### src/rtl/hciuart_pkg.sv
// Shared types and constants for the HCI UART H4 receive deframer.
// No dependencies.
package hciuart_pkg;

  // H4 packet type bytes
  localparam logic [7:0] TYPE_ACL = 8'h02;
  localparam logic [7:0] TYPE_EVT = 8'h04;

  // packet kind as carried on pkt_kind
  localparam logic KIND_EVT = 1'b0;
  localparam logic KIND_ACL = 1'b1;

  // deframer phase, one-hot
  typedef enum logic [2:0] {
    PH_IDLE    = 3'b001,
    PH_HEADER  = 3'b010,
    PH_PAYLOAD = 3'b100
  } phase_t;

  // configuration register index (paddr[3:2])
  typedef enum logic [1:0] {
    REG_PRIO_A = 2'd0,
    REG_PRIO_B = 2'd1,
    REG_PRIO_C = 2'd2,
    REG_PRIO_D = 2'd3
  } reg_idx_t;

  // header byte positions
  localparam logic [1:0] HDR_FIRST   = 2'd0;
  localparam logic [1:0] HDR_EVT_LEN = 2'd1;
  localparam logic [1:0] HDR_ACL_LLO = 2'd2;
  localparam logic [1:0] HDR_ACL_LHI = 2'd3;

endpackage

### src/rtl/hci_uart_h4_rx_deframer.sv
// HCI UART H4 receive deframer: input word register, deframing logic, result register.
// Each word waits in the input register; any result goes to the result register.
// Throughput: one word per cycle (one deframing step each) while out_stall is low.
// Reset (rst, synchronous, active high): pipeline empty, waiting for a type byte,
// priority codes at 14, 15, 19 and 26.
// Depends on hciuart_pkg.
module hci_uart_h4_rx_deframer (
  input  logic        clk,
  input  logic        rst,
  // input channel
  input  logic        in_valid,
  output logic        in_stall,
  input  logic [7:0]  rx_byte,
  // output channel
  output logic        out_valid,
  input  logic        out_stall,
  output logic [7:0]  out_byte,
  output logic        pkt_kind,
  output logic        first_byte,
  output logic        last_byte,
  output logic        priority_res,
  output logic        bad_type,
  // configuration port
  input  logic        psel,
  input  logic        penable,
  input  logic        pwrite,
  input  logic [3:0]  paddr,
  input  logic [31:0] pwdata,
  output logic [31:0] prdata,
  output logic        pready
);
  import hciuart_pkg::*;

  // configuration registers
  logic [7:0] prio_code_a, prio_code_b, prio_code_c, prio_code_d;
  reg_idx_t   cfg_idx;

  // input register
  logic       in_full;
  logic [7:0] in_byte;

  // deframer state
  phase_t     phase, phase_next;
  logic       kind_reg, kind_reg_next;
  logic [1:0] hdr_index, hdr_index_next;
  logic [15:0] bytes_left, bytes_left_next;
  logic [7:0] len_low, len_low_next;
  logic       prio_reg, prio_reg_next;

  // step results
  logic       advance, proc;
  logic       res_valid, res_first, res_last, res_prio, res_bad, res_kind;
  logic       code_hit, final_hdr;
  logic [15:0] hdr_len, left_dec;

  assign pready  = 1'b1;
  assign cfg_idx = reg_idx_t'(paddr[3:2]);

  // register writes
  always_ff @(posedge clk) begin
    if (rst) begin
      prio_code_a <= 8'd14;
      prio_code_b <= 8'd15;
      prio_code_c <= 8'd19;
      prio_code_d <= 8'd26;
    end else if (psel && penable && pwrite) begin
      case (cfg_idx)
        REG_PRIO_A: prio_code_a <= pwdata[7:0];
        REG_PRIO_B: prio_code_b <= pwdata[7:0];
        REG_PRIO_C: prio_code_c <= pwdata[7:0];
        REG_PRIO_D: prio_code_d <= pwdata[7:0];
        default: ;
      endcase
    end
  end

  // register reads
  always_comb begin
    case (cfg_idx)
      REG_PRIO_A: prdata = {24'd0, prio_code_a};
      REG_PRIO_B: prdata = {24'd0, prio_code_b};
      REG_PRIO_C: prdata = {24'd0, prio_code_c};
      REG_PRIO_D: prdata = {24'd0, prio_code_d};
      default:    prdata = 32'd0;
    endcase
  end

  // the input register moves on when the result register is free or drains
  assign advance  = !out_valid || !out_stall;
  assign proc     = in_full && advance;
  assign in_stall = in_full && !advance;

  always_ff @(posedge clk) begin
    if (rst) begin
      in_full <= 1'b0;
    end else if (in_valid && !in_stall) begin
      in_full <= 1'b1;
    end else if (proc) begin
      in_full <= 1'b0;
    end
  end

  always_ff @(posedge clk) begin
    if (in_valid && !in_stall) begin
      in_byte <= rx_byte;
    end
  end

  // deframing step on the held word
  assign code_hit = (in_byte == prio_code_a) || (in_byte == prio_code_b) ||
                    (in_byte == prio_code_c) || (in_byte == prio_code_d);
  assign left_dec = bytes_left - 16'd1;
  assign hdr_len  = (kind_reg == KIND_EVT) ? {8'd0, in_byte} : {in_byte, len_low};

  always_comb begin
    phase_next      = phase;
    kind_reg_next   = kind_reg;
    hdr_index_next  = hdr_index;
    bytes_left_next = bytes_left;
    len_low_next    = len_low;
    prio_reg_next   = prio_reg;
    res_valid       = 1'b0;
    res_first       = 1'b0;
    res_last        = 1'b0;
    res_prio        = 1'b0;
    res_bad         = 1'b0;
    res_kind        = 1'b0;
    final_hdr       = 1'b0;
    case (phase)
      PH_HEADER: begin
        res_valid = 1'b1;
        res_kind  = kind_reg;
        res_first = (hdr_index == HDR_FIRST);
        res_prio  = prio_reg;
        if (kind_reg == KIND_EVT) begin
          if (hdr_index == HDR_FIRST) begin
            prio_reg_next = code_hit;
            res_prio      = code_hit;
          end else begin
            final_hdr = 1'b1;
          end
        end else begin
          if (hdr_index == HDR_ACL_LLO) begin
            len_low_next = in_byte;
          end else if (hdr_index == HDR_ACL_LHI) begin
            final_hdr = 1'b1;
          end
        end
        if (final_hdr) begin
          bytes_left_next = hdr_len;
          hdr_index_next  = HDR_FIRST;
          if (hdr_len == 16'd0) begin
            res_last   = 1'b1;
            phase_next = PH_IDLE;
          end else begin
            phase_next = PH_PAYLOAD;
          end
        end else begin
          hdr_index_next = hdr_index + 2'd1;
        end
      end
      PH_PAYLOAD: begin
        res_valid       = 1'b1;
        res_kind        = kind_reg;
        res_prio        = prio_reg;
        bytes_left_next = left_dec;
        if (left_dec == 16'd0) begin
          res_last       = 1'b1;
          phase_next     = PH_IDLE;
          hdr_index_next = HDR_FIRST;
        end
      end
      default: begin
        // waiting for a type byte
        hdr_index_next = HDR_FIRST;
        if (in_byte == TYPE_EVT || in_byte == TYPE_ACL) begin
          kind_reg_next   = (in_byte == TYPE_ACL) ? KIND_ACL : KIND_EVT;
          prio_reg_next   = 1'b0;
          phase_next      = PH_HEADER;
          bytes_left_next = 16'd0;
        end else begin
          phase_next = PH_IDLE;
          res_valid  = 1'b1;
          res_bad    = 1'b1;
        end
      end
    endcase
  end

  // state registers
  always_ff @(posedge clk) begin
    if (rst) begin
      phase      <= PH_IDLE;
      kind_reg   <= 1'b0;
      hdr_index  <= HDR_FIRST;
      bytes_left <= 16'd0;
      len_low    <= 8'd0;
      prio_reg   <= 1'b0;
    end else if (proc) begin
      phase      <= phase_next;
      kind_reg   <= kind_reg_next;
      hdr_index  <= hdr_index_next;
      bytes_left <= bytes_left_next;
      len_low    <= len_low_next;
      prio_reg   <= prio_reg_next;
    end
  end

  // result register
  always_ff @(posedge clk) begin
    if (rst) begin
      out_valid <= 1'b0;
    end else if (proc) begin
      out_valid <= res_valid;
    end else if (out_valid && !out_stall) begin
      out_valid <= 1'b0;
    end
  end

  always_ff @(posedge clk) begin
    if (proc && res_valid) begin
      out_byte     <= in_byte;
      pkt_kind     <= res_kind;
      first_byte   <= res_first;
      last_byte    <= res_last;
      priority_res <= res_prio;
      bad_type     <= res_bad;
    end
  end

endmodule
### config.mk
export PLATFORM = sky130hd
export DESIGN_NAME = hci_uart_h4_rx_deframer
export DESIGN_NICKNAME = d
export VERILOG_FILES = /design/src/rtl/hciuart_pkg.sv /design/src/rtl/hci_uart_h4_rx_deframer.sv
export SDC_FILE = /design/constraint.sdc
export NUM_CORES = 1
export LEC_CHECK = 0
export BUFFER_PORTS_ARGS = -buffer_cell sky130_fd_sc_hd__buf_2
export CAP_MARGIN = 5
export CORE_AREA = 2 2 112 114
export CTS_BUF_LIST = sky130_fd_sc_hd__clkbuf_8
export DETAILED_ROUTE_END_ITERATION = 6
export DIE_AREA = 0 0 114 116
export MAX_ROUTING_LAYER = met4
export PLACE_DENSITY = 0.68
export SETUP_SLACK_MARGIN = 0.1
export SLEW_MARGIN = 20
export SYNTH_ARGS = -nofsm -noshare
export SYNTH_HDL_FRONTEND = slang
export SYNTH_SLANG_ARGS = --single-unit
### constraint.sdc
create_clock -name clk -period 6.8 [get_ports clk]
set_clock_uncertainty 0.1 [all_clocks]
set_input_delay 0 -clock clk [delete_from_list [all_inputs] [get_ports clk]]
set_output_delay 0 -clock clk [all_outputs]
set_load 0.05 [all_outputs]
==> results of run 1 <==
how the worst min path moves through the flow:
| stage | cells past startpoint | endpoint | start |
|---|---|---|---|
| after floorplan | 0 | in_byte[0] | rx_byte[0] |
| after global placement | 1 | in_byte[3] | rx_byte[3] |
| after detailed placement | 1 | in_byte[7] | rx_byte[7] |
| after CTS | 3 | in_full | rst |
| after global routing | 3 | prio_code_c[3] | rst |
| final | 3 | bytes_left[11] | rst |
layer usage:
layer / wire length (um) / track usage (%) / vias up
met5: 0 / - / -
met2: 5160 / 28.7 / 119
met3: 696 / 4.65 / 18
li1: - / - / 1809
met1: 4840 / 22.1 / 1776
met4: 199 / 5.45 / 0
cell type report:
| class | instances | area share, % |
|---|---|---|
| inverters | 12 | 0.855 |
| repair buffers | 68 | 8.36 |
| clock buffers | 9 | 2.35 |
| flip-flops and latches | 86 | 36.7 |
| multi-input cells | 363 | 46.6 |
| clock inverters | 7 | 1.73 |
| well taps | 147 | 3.49 |
cell usage after synthesis, types with 2 or more instances:
master / instances / share of area, %
a2111oi_0: 2 / 0.38
a211o_1: 13 / 2.4
a211oi_1: 3 / 0.48
a21oi_1: 10 / 1.1
a221oi_1: 5 / 0.94
a22oi_1: 8 / 1.3
a31oi_1: 2 / 0.27
and2_1: 4 / 0.54
and3_1: 2 / 0.27
buf_4: 25 / 4.0
buf_6: 2 / 0.48
clkbuf_1: 29 / 2.3
conb_1: 2 / 0.16
dfxtp_1: 65 / 28
edfxtp_1: 21 / 14
ha_1: 5 / 1.3
inv_1: 11 / 0.88
mux2i_1: 35 / 7.5
mux4_2: 8 / 3.9
nand2_1: 21 / 1.7
nand2b_1: 3 / 0.40
nand3_1: 7 / 0.75
nand4_1: 3 / 0.40
nor2_1: 75 / 6.0
nor2b_1: 8 / 1.1
nor3_1: 12 / 1.3
nor4_1: 14 / 1.9
o21a_1: 2 / 0.32
o21ai_0: 7 / 0.75
o21ai_1: 15 / 1.6
o221ai_1: 2 / 0.38
o32ai_1: 6 / 1.1
or2_1: 2 / 0.27
or3_1: 6 / 0.80
or4_1: 2 / 0.32
or4_4: 2 / 0.48
xnor2_1: 4 / 0.75
xor2_1: 36 / 6.8
power breakdown:
group / switching [mW] / leakage (nW) / internal [mW]
Sequential: 0.0162 / 0.723 / 0.534
Combinational: 0.0867 / 1.28 / 0.0348
Clock: 0.185 / 0.108 / 0.205
cell families after synthesis:
family / after synthesis / synth area share [%]
flops: 86 / 41.4
xor+xnor: 40 / 7.50
buf+inv: 70 / 7.98
mux: 43 / 11.4
other cells: 2 / 0.161
simple gates: 168 / 17.9
compound gates: 82 / 12.4
fa+ha+maj: 5 / 1.34
through the flow:
stage	total power [mW]	instances	hold WS [ns]	instance area (um^2)	util (%)
finish	1.06	692	0.162	5270	44.2
global route	1.10	692	0.174	5270	44.2
CTS	1.07	692	0.151	5270	44.2
detailed placement	0.674	657	0.0784	4860	40.8
global placement	0.672	657	0.0775	4860	40.8
floorplan	0.657	519	-0.00113	4760	-
worst register-to-register path: stages, from the launching register on:
cell and delay, ns:
edfxtp_1 0.62, nor4_1 0.49, and3_1 0.28, o21a_1 0.65
o21ai_0 0.19, a22oi_1 0.22, nor2_1 0.06
==> summary.txt, run 1 <==
Floorplan
  • Std-Cell Core Area: 0.0119 mm^2
  • Die X-Extent: 114 um
  • Die area: 0.0132 mm^2
  • I/O pin count: 99
  • Die Span Y: 116 um
  • Site row count: 40
  • Initial Utilization: 39.2%

Worst setup path
  • CP startpoint: in_byte[0]
  • Sequence of cells on the critical path: nor4_1 -> and3_1 -> o21a_1 -> o21ai_0 -> a22oi_1 -> nor2_1
  • CP max stage delay: 0.65 ns
  • Critical path depth: 6
  • Startpoint types: flop
  • Reg2Reg Setup Slack: 4.07 ns
  • CP Class: flop to flop
  • End point of the critical path: bytes_left[4]
  • Crit-path leading delay family: compound AO/OA/AOI/OAI gates
  • Critical Path AT: 2.87 ns
  • Crit end category: flop
  • Reg-to-Reg Start: in_byte[0]
  • Worst path bufs/invs: 0
  • Worst Path Required: 6.94 ns
  • Crit path max fanout: 25
  • Reg2reg end: bytes_left[4]
  • Length in cells of the worst reg-to-reg path: 6
  • Crit path max-delay cell type: o21a_1

Route
  • Initial DRC count: 235
  • Routed Antenna Nets: 0
  • Vias: 3722
  • Final wirelength: 10900 um
  • First drt pass iteration count: 6
  • DRC: 0
  • WL/cell: 15.8 um
  • Via density: 5.38

Yosys
  • Main synth FF type: dfxtp_1
  • Netlist cell types: 55
  • Warning count from the yosys run: 0
  • EDFF count, synth: 21
  • Mean Syn Cell Area: 9.41 um^2
  • Post-synth ARST share: 0%
  • Seq/Total Area, Yosys: 41.4%
  • FF+latch count, synth: 86
  • Synthesized area: 0.00467 mm^2
  • Mapped Cells: 496

Timing
  • Final hold vios: 0
  • Unrepaired setup endpoints after global routing: false
  • Final setup TNS: 0 ns
  • Tcrit/Tclk final: 40.2%
  • # setup viols final: 0
  • Slew @ Worst Pin: 1.13 ns
  • Max Freq: 0.366 GHz
  • Slew Viols, Final: 0
  • Minimum clock period: 2.73 ns
  • Slack of the critical path: 4.07 ns
  • Slew headroom: 24.6%

Place
  • Dpl ws: 4.08 ns
  • Placer Congestion: 0.898
  • Number of port buffers: 47
  • Detailed placer's ending HPWL: 7580 um

Clock network
  • Post-CTS Setup Repair Bufs: 0
  • TritonCTS clock tree: built
  • Worst-path clk slew: 0.09 ns
  • H-tree depth: 3
  • Hold buffer count at cts: 19
  • Num Clock Sinks: 86
  • Insertion delay to the later sink of the worst-skew pair: 0.37 ns
  • CTS root buf: clkbuf_8
  • Longest Clk Path Bufs: 2
  • Cts bufs inserted: 9
  • Post-CTS Resized: 0

Power
  • PwrDens: 201 mW/mm^2
  • Worst vdd ir: 0.143 mV
  • Static Leakage: 2.11 nW

Cells and area
  • N_diodes: 0
  • Layout area overhead: 12.9%
  • Number of flip-flops in the largest register: 16
  • Sequential Area: 0.00193 mm^2
  • Top reg by flops: bytes_left
  • Most frequent cells in the layout: nor2_1 (74), dfxtp_1 (65), buf_2 (47), xor2_1 (36), mux2i_1 (35)
  • Multi-input gate area: 0.00245 mm^2
  • Filler Cell Count: 1149
  • Nets: 596
  • Most common cell after layout, fill and taps aside: nor2_1
  • Ratio of cells with drive above 1 in the final layout: 14.3%

Global route
  • Initial antenna violation count: 0
  • GRT overflow: 0
  • Tot GR Track Use: 17.8%
  • Largest net degree at the start of global routing: 67
  • Global-route wire length before repair: 17700 um
  • Vias in the first global route: 3610

Status
  • Status: complete, no violations

Min path
  • Worst min path class: primary input to flop

Run
  • Max-cap violations: 0
Power figures use the tool's default switching activity.
==> run 2: changes to the inputs <==
--- a/config.mk
+++ b/config.mk
@@ -5,14 +5,15 @@
 export SDC_FILE = /design/constraint.sdc
 export NUM_CORES = 1
 export LEC_CHECK = 0
+export ABC_AREA = 1
 export BUFFER_PORTS_ARGS = -buffer_cell sky130_fd_sc_hd__buf_2
 export CAP_MARGIN = 5
-export CORE_AREA = 2 2 112 114
+export CORE_AREA = 2 2 114 116
 export CTS_BUF_LIST = sky130_fd_sc_hd__clkbuf_8
 export DETAILED_ROUTE_END_ITERATION = 6
-export DIE_AREA = 0 0 114 116
+export DIE_AREA = 0 0 116 118
 export MAX_ROUTING_LAYER = met4
-export PLACE_DENSITY = 0.68
+export PLACE_DENSITY = 0.69
 export SETUP_SLACK_MARGIN = 0.1
 export SLEW_MARGIN = 20
 export SYNTH_ARGS = -nofsm -noshare
==> constraint.sdc (replaced) <==
create_clock -name clk -period 2.7 [get_ports clk]
set_clock_uncertainty 0.1 [all_clocks]
set_input_delay 0 -clock clk [delete_from_list [all_inputs] [get_ports clk]]
set_output_delay 0 -clock clk [all_outputs]
set_load 0.05 [all_outputs]
==> run 2 against run 1 <==
  * Combinational power rose to 4.1 times the previous value
  * Cell count grew 30%
  * Power rose to 2.7 times the previous value
  * Synthesized area increased by 5.3%
  * First-iteration DRC count increased by 46%
  * Worst hold slack got worse by 0.065 ns
  * Flip-flop and latch count stayed put
  * Critical path depth grew 7
  * Worst setup slack got worse by 3.5 ns
  * Core utilization up 1.1 points
  * Routed wire length up 11%
  * Largest power group unchanged
  * Highest routed layer unchanged
==> summary.txt, run 2 <==
Worst setup path
  • CP Class: flop to flop
  • Worst Path Required: 2.91 ns (-4.03 ns)
  • Crit path max fanout: 19 (-24%)
  • Startpoint types: flop
  • Critical Path AT: 2.37 ns (-0.50 ns)
  • Crit end category: flop

Yosys
  • FF+latch count, synth: 86 (unchanged)
  • Synth top area cells: dfxtp_1 (26%), edfxtp_1 (13%), nand2_1 (9.5%), nor2_1 (7.1%), o21ai_0 (5.2%)
  • Share of the synthesized area in the top cell type: 26.5% (-1.4 points)
  • Synthesized area: 0.00491 mm^2 (+5.3%)
  • Mean Syn Cell Area: 7.47 um^2 (-21%)
  • Main synth FF type: dfxtp_1
  • Mapped Cells: 658 (+33%)
  • Top post-synthesis cells by count: nand2_1 (124), nor2_1 (93), dfxtp_1 (65), inv_1 (52), o21ai_0 (51)
  • Top cell type by total area after synthesis: dfxtp_1
  • EDFF count, synth: 21 (unchanged)
  • Most frequent cell after synthesis: nand2_1
  • Seq/Total Area, Yosys: 39.3% (-2.1 points)
  • Warning count from the yosys run: 0 (unchanged)
  • Netlist cell types: 46 (-16%)
  • Post-synth ARST share: 0% (unchanged)

Cells and area
  • Fin util: 45.3% (+1.1 points)
  • Most common cell after layout, fill and taps aside: nand2_1
  • N_diodes: 0 (unchanged)
  • Number of flip-flops in the largest register: 16 (unchanged)
  • Ratio of cells with drive above 1 in the final layout: 17.6% (+3.3 points)
  • Most frequent cells in the layout: nand2_1 (124), nor2_1 (93), dfxtp_1 (65), inv_1 (52), o21ai_0 (51)
  • Top reg by flops: bytes_left
  • Nets: 777 (+30%)
  • Layout area overhead: 14.5%

Route
  • Final wirelength: 12100 um (+11%)
  • WL/cell: 13.5 um (-14%)
  • Via density: 4.84 (-10%)
  • Vias: 4348 (+17%)
  • Initial DRC count: 344 (+46%)
  • DRC: 0 (unchanged)
  • First drt pass iteration count: 5 (-1)
  • Routed Antenna Nets: 0 (unchanged)

Global route
  • Global-route wire length before repair: 19700 um (+11%)
  • Vias in the first global route: 4004 (+11%)
  • Initial antenna violation count: 0 (unchanged)
  • Tot GR Track Use: 18.8% (+0.94 points)
  • Largest net degree at the start of global routing: 43 (-36%)
  • GR Util met2: 30.3% (+1.6 points)
  • GR Util met3: 3.81% (-0.84 points)
  • GRT overflow: 0 (unchanged)
  • GRT busiest layer: met2
  • GR Util met1: 23.6% (+1.5 points)

Clock network
  • Post-CTS Setup Repair Bufs: 0 (unchanged)
  • Longest Clk Path Bufs: 2 (unchanged)
  • Insertion delay to the later sink of the worst-skew pair: 0.38 ns (about the same)
  • CTS root buf: clkbuf_8
  • TritonCTS clock tree: built
  • Num Clock Sinks: 86 (unchanged)
  • Hold buffer count at cts: 20 (+1)
  • Post-CTS Resized: 0 (unchanged)
  • Cts bufs inserted: 9 (unchanged)
  • H-tree depth: 3 (unchanged)
  • Worst-path clk slew: 0.09 ns (about the same)

Floorplan
  • Die X-Extent: 116 um (+1.8%)
  • Die area: 0.0137 mm^2 (+3.5%)
  • I/O pin count: 99 (unchanged)
  • Die Span Y: 118 um (+1.7%)
  • Std-Cell Core Area: 0.0124 mm^2 (+4.2%)
  • Initial Utilization: 39.6% (+0.39 points)
  • Site row count: 41 (+2.5%)

Place
  • Detailed placer's ending HPWL: 8940 um (+18%)
  • Number of port buffers: 47 (unchanged)
  • Placer Congestion: 0.885 (-1.5%)

Timing
  • Slew headroom: 55.5% (+31 points)
  • Final hold vios: 0 (unchanged)
  • # setup viols final: 0 (unchanged)
  • Hold Slack: 0.0971 ns (-0.0653 ns)
  • Max Freq: 0.464 GHz (+27%)
  • Slew @ Worst Pin: 0.665 ns (-0.462 ns)
  • Slew Viols, Final: 0 (unchanged)
  • Minimum clock period: 2.16 ns (-0.574 ns)
  • Final setup TNS: 0 ns (unchanged)
  • Unrepaired setup endpoints after global routing: false
  • Tcrit/Tclk final: 79.9% (+40 points)

Status
  • Status: complete, no violations

Power
  • Static Leakage: 2.46 nW (+17%)
  • Clock network power share: 33.8% (-2.9 points)
  • Switching Fraction: 31.5% (+4.3 points)
  • P_int: 1.95 mW (+150%)
  • Combinational share of power: 17.3% (+5.8 points)
  • P_sw: 898 uW (+210%)
  • PwrDens: 507 mW/mm^2 (+150%)
  • Worst vdd ir: 0.393 mV (+170%)
  • Sequential Power Share: 48.8% (-3.0 points)

Min path
  • Worst min path class: primary input to flop

Run
  • Max-cap violations: 0 (unchanged)
==> run 2: changes by cell type in the layout (fill, tap and decap cells not counted), sizes merged, moves of 14 or more <==
cell / delta
inv: +49
xor2: -29
a21oi: +21
mux2i: -35
nand2: +122
o21ai: +33
xnor2: +14
nor4: -14
nand3: +20
nor2: +36
==> run 2: critical path, cell delays in order (launching register included) <==
cell,delay (ns)
dfxtp_1,0.36
inv_1,0.09
ha_1,0.22
inv_1,0.09
nor2_1,0.04
inv_1,0.12
o21ai_1,0.10
nand2_1,0.09
inv_1,0.07
nor2_4,0.18
nand2_4,0.16
inv_4,0.20
o21ai_0,0.10
a31oi_1,0.16
==> run 2: kinds of logic after synthesis <==
family	share of synthesized area [%]
fa+ha+maj	1.27
other cells	0.153
compound gates	13.5
xor+xnor	4.46
flops	39.3
buf+inv	11.3
simple gates	30.0
==> run 2: path summary, 6_finish.rpt <==
path | endpoint | slack (ns) | cells after the start | start
max | bytes_left[5] | 0.54 | 13 | hdr_index[0]
min | prio_code_c[4] | 0.1 | 6 | paddr[3]
max reg2reg | bytes_left[5] | 0.54 | 13 | hdr_index[0]
min reg2reg | prio_code_b[3] | 0.40 | 2 | prio_code_b[3]
==> run 2: power groups by stage <==
stage | combinational [mW] | clock, mW | sequential (mW)
2_1_floorplan | 0.372 | 0 | 1.44
3_3_place_gp | 0.465 | 0 | 1.42
3_5_place_dp | 0.468 | 0 | 1.42
4_1_cts | 0.493 | 0.982 | 1.39
5_1_grt | 0.538 | 1.03 | 1.40
6_report | 0.495 | 0.965 | 1.39
==> run 2: area by class of cell <==
| class | count | area, um^2 |
|---|---|---|
| Timing Repair Buffer | 76 | 515 |
| Inverter | 64 | 243 |
| Tap cell | 172 | 215 |
| Sequential cell | 86 | 1930 |
| Multi-Input combinational cell | 484 | 2510 |
| Clock buffer | 10 | 138 |
| Fill cell | 1276 | 6790 |
| Clock inverter | 6 | 70.1 |
==> run 2: per-layer routing <==
| layer | routed length (um) | vias to the layer above |
|---|---|---|
| li1 | - | 2229 |
| met1 | 5470 | 1996 |
| met2 | 5990 | 108 |
| met3 | 507 | 15 |
| met4 | 163 | 0 |
| met5 | 0 | - |
==> run 2: stage by stage <==
stage	worst slack (ns)	cells	power (mW)	area [um^2]
floorplan	0.545	681	1.81	5000
global placement	0.605	862	1.89	5220
detailed placement	0.556	862	1.89	5220
CTS	0.531	898	2.87	5630
global route	0.336	898	2.97	5630
finish	0.543	898	2.85	5630
==> run 3: changes to the inputs <==
==> constraint.sdc (replaced) <==
create_clock -name clk -period 2 [get_ports clk]
set_clock_uncertainty 0.1 [all_clocks]
set_input_delay 0 -clock clk [delete_from_list [all_inputs] [get_ports clk]]
set_output_delay 0 -clock clk [all_outputs]
set_load 0.05 [all_outputs]
==> run 3 against run 2 <==
  * Fmax up 14%
  * Sequential power is 35% higher
  * Clock-buffer cell count unchanged
  * Critical path depth down 5
  * Cell count is 5.6% higher
  * Power rose by 41%
  * Global-route usage rose by 1.2 points
  * Non-clock buffer count rose by 50
  * Via count up 6.4%
  * Final area is 9.6% higher
  * Worst hold slack worse by 0.030 ns
  * Register-to-register slack got worse by 0.44 ns
  * Largest cell class unchanged
==> summary.txt, run 3 (same netlist as run 2, synthesis figures left out) <==
Status
  • Status: complete, no violations

Worst setup path
  • Critical Path AT: 1.99 ns (-0.38 ns)
  • Crit path max-delay cell type: edfxtp_1
  • Worst path bufs/invs: 2 (-3)
  • Worst Path Required: 2.10 ns (-0.81 ns)
  • Sequence of cells on the critical path: inv_2 -> buf_4 -> nand2_1 -> o21ai_0 -> nand4_1 -> nor3_2 -> nand2_1 -> o21ai_0
  • CP max stage delay: 0.47 ns (+0.11 ns)
  • Crit-path leading delay family: simple AND/OR/NAND/NOR gates
  • Crit path max fanout: 5 (-14)
  • Crit end category: flop
  • CP Class: flop to flop
  • Startpoint types: flop

Timing
  • Slew Viols, Final: 0 (unchanged)
  • Final setup TNS: 0 ns (unchanged)
  • Final hold vios: 0 (unchanged)
  • Slew @ Worst Pin: 0.642 ns (-0.0237 ns)
  • Unrepaired setup endpoints after global routing: true
  • Hold Slack: 0.0676 ns (-0.0296 ns)
  • Max Freq: 0.528 GHz (+14%)
  • Tcrit/Tclk final: 94.8% (+15 points)
  • Slack of the critical path: 0.104 ns (-0.439 ns)
  • # setup viols final: 0 (unchanged)
  • Slew headroom: 57.2% (+1.7 points)
  • Minimum clock period: 1.90 ns (-0.261 ns)

Power
  • PwrDens: 651 mW/mm^2 (+28%)
  • Sequential Power Share: 46.6% (-2.2 points)
  • Pwr Total: 4.01 mW (+41%)
  • Combinational share of power: 19.2% (+1.9 points)
  • Static Leakage: 2.75 nW (+12%)
  • P_int: 2.82 mW (+44%)
  • Switching Fraction: 29.7% (-1.8 points)
  • Clock network power share: 34.2% (+0.4 points)
  • P_sw: 1.19 mW (+33%)
  • Worst vdd ir: 0.409 mV (+4.3%)

Cells and area
  • Final design area excluding fillers: 0.00617 mm^2 (+9.6%)
  • Number of flip-flops in the largest register: 16 (unchanged)
  • Most common cell after layout, fill and taps aside: nand2_1
  • Nets: 827 (+6.4%)
  • N_diodes: 0 (unchanged)
  • Multi-input gate area: 0.00262 mm^2 (+4.1%)
  • Layout area overhead: 25.5%
  • Layout Cells excl Fill: 948 (+5.6%)
  • Filler Cell Count: 1207 (-5.4%)
  • Ratio of cells with drive above 1 in the final layout: 26.7% (+9.0 points)
  • Fin util: 49.7% (+4.4 points)
  • Sequential Area: 0.00194 mm^2 (+0.58%)
  • Most frequent cells in the layout: nand2_1 (123), nor2_1 (86), dfxtp_1 (56), buf_4 (55), o21ai_0 (50)
  • Top reg by flops: bytes_left

Clock network
  • H-tree depth: 3 (unchanged)
  • Num Clock Sinks: 86 (unchanged)
  • CTS root buf: clkbuf_8
  • Longest Clk Path Bufs: 2 (unchanged)
  • TritonCTS clock tree: built
  • Cts bufs inserted: 9 (unchanged)
  • Worst-path clk slew: 0.08 ns (about the same)
  • Insertion delay to the later sink of the worst-skew pair: 0.36 ns (-0.02 ns)

Route
  • Vias: 4628 (+6.4%)
  • Via density: 4.88 (+0.83%)
  • Final wirelength: 13300 um (+9.6%)
  • DRC: 0 (unchanged)
  • First drt pass iteration count: 5 (unchanged)
  • Initial DRC count: 311 (-9.6%)
  • Routed Antenna Nets: 0 (unchanged)
  • WL/cell: 14.0 um (+3.8%)

Global route
  • Tot GR Track Use: 19.9% (+1.2 points)
  • Vias in the first global route: 4262 (+6.4%)
  • Initial antenna violation count: 0 (unchanged)
  • Global-route wire length before repair: 21000 um (+6.4%)
  • GRT overflow: 0 (unchanged)
  • Largest net degree at the start of global routing: 43 (unchanged)

Floorplan
  • Die X-Extent: 116 um (unchanged)
  • Site row count: 41 (unchanged)
  • Initial Utilization: 39.6% (unchanged)
  • Std-Cell Core Area: 0.0124 mm^2 (unchanged)
  • Die Span Y: 118 um (unchanged)
  • Die area: 0.0137 mm^2 (unchanged)
  • I/O pin count: 99 (unchanged)

Min path
  • Worst min path class: primary input to flop

Place
  • Dpl ws: 0.00686 ns (-0.549 ns)
  • Detailed placer's ending HPWL: 9510 um (+6.4%)
  • Cells after DPL: 899 (+4.3%)
  • Placed cell area: 0.00552 mm^2 (+5.8%)
  • Number of port buffers: 47 (unchanged)
  • Placer Congestion: 0.901 (+1.8%)

Run
  • Max-cap violations: 0 (unchanged)
## run 3: cell types whose count changed in the layout (fill, tap and decap cells not counted), moves of 5 or more
cell / before / now
nor2_4: 6 / 12
nor2_1: 93 / 86
buf_4: 8 / 55
dfxtp_2: 0 / 9
inv_2: 9 / 14
dfxtp_1: 65 / 56
## run 3: per-layer routing
metal	part of all wire (%)	global-route usage (%)	up-vias
met2	49	32.0	148
met3	5.0	3.45	31
met5	0	-	-
met1	43	24.9	2116
li1	-	-	2333
met4	2.5	7.66	0
## run 3: final timing paths
check	slack [ns]	cells after the start	endpoint	start
min	0.07	4	prio_code_b[0]	penable
max	0.10	8	last_byte	in_byte[2]
min reg2reg	0.40	2	len_low[5]	len_low[5]
max reg2reg	0.10	8	last_byte	in_byte[2]
## run 3: worst register-to-register path, cell delays in order, from the launching register on
cell and delay, ns:
edfxtp_1 0.47, inv_2 0.09, buf_4 0.13, nand2_1 0.04
o21ai_0 0.17, nand4_1 0.20, nor3_2 0.26, nand2_1 0.10
o21ai_0 0.18
## run 3: cell type report
class                   count  area share [%]
repair buffers            126            14.8
clock inverters             6            1.40
multi-input cells         484            42.4
well taps                 172            3.49
inverters                  64            4.16
clock buffers              10            2.23
flip-flops and latches     86            31.5
## run 3: repair_timing
action	4_1_cts	5_1_grt
resized for setup	8	33
pin swaps	4	17
hold buffers	20	0
endpoints found under the hold margin	47	0
setup endpoints to repair	26	41
setup buffers	3	10
## run 3: power by group through the flow
stage / Sequential, mW / Combinational (mW) / Clock [mW]
2_1_floorplan: 1.94 / 0.504 / 0
5_1_grt: 1.88 / 0.831 / 1.46
6_report: 1.87 / 0.771 / 1.37
4_1_cts: 1.87 / 0.737 / 1.39
3_3_place_gp: 1.91 / 0.688 / 0
3_5_place_dp: 1.91 / 0.692 / 0
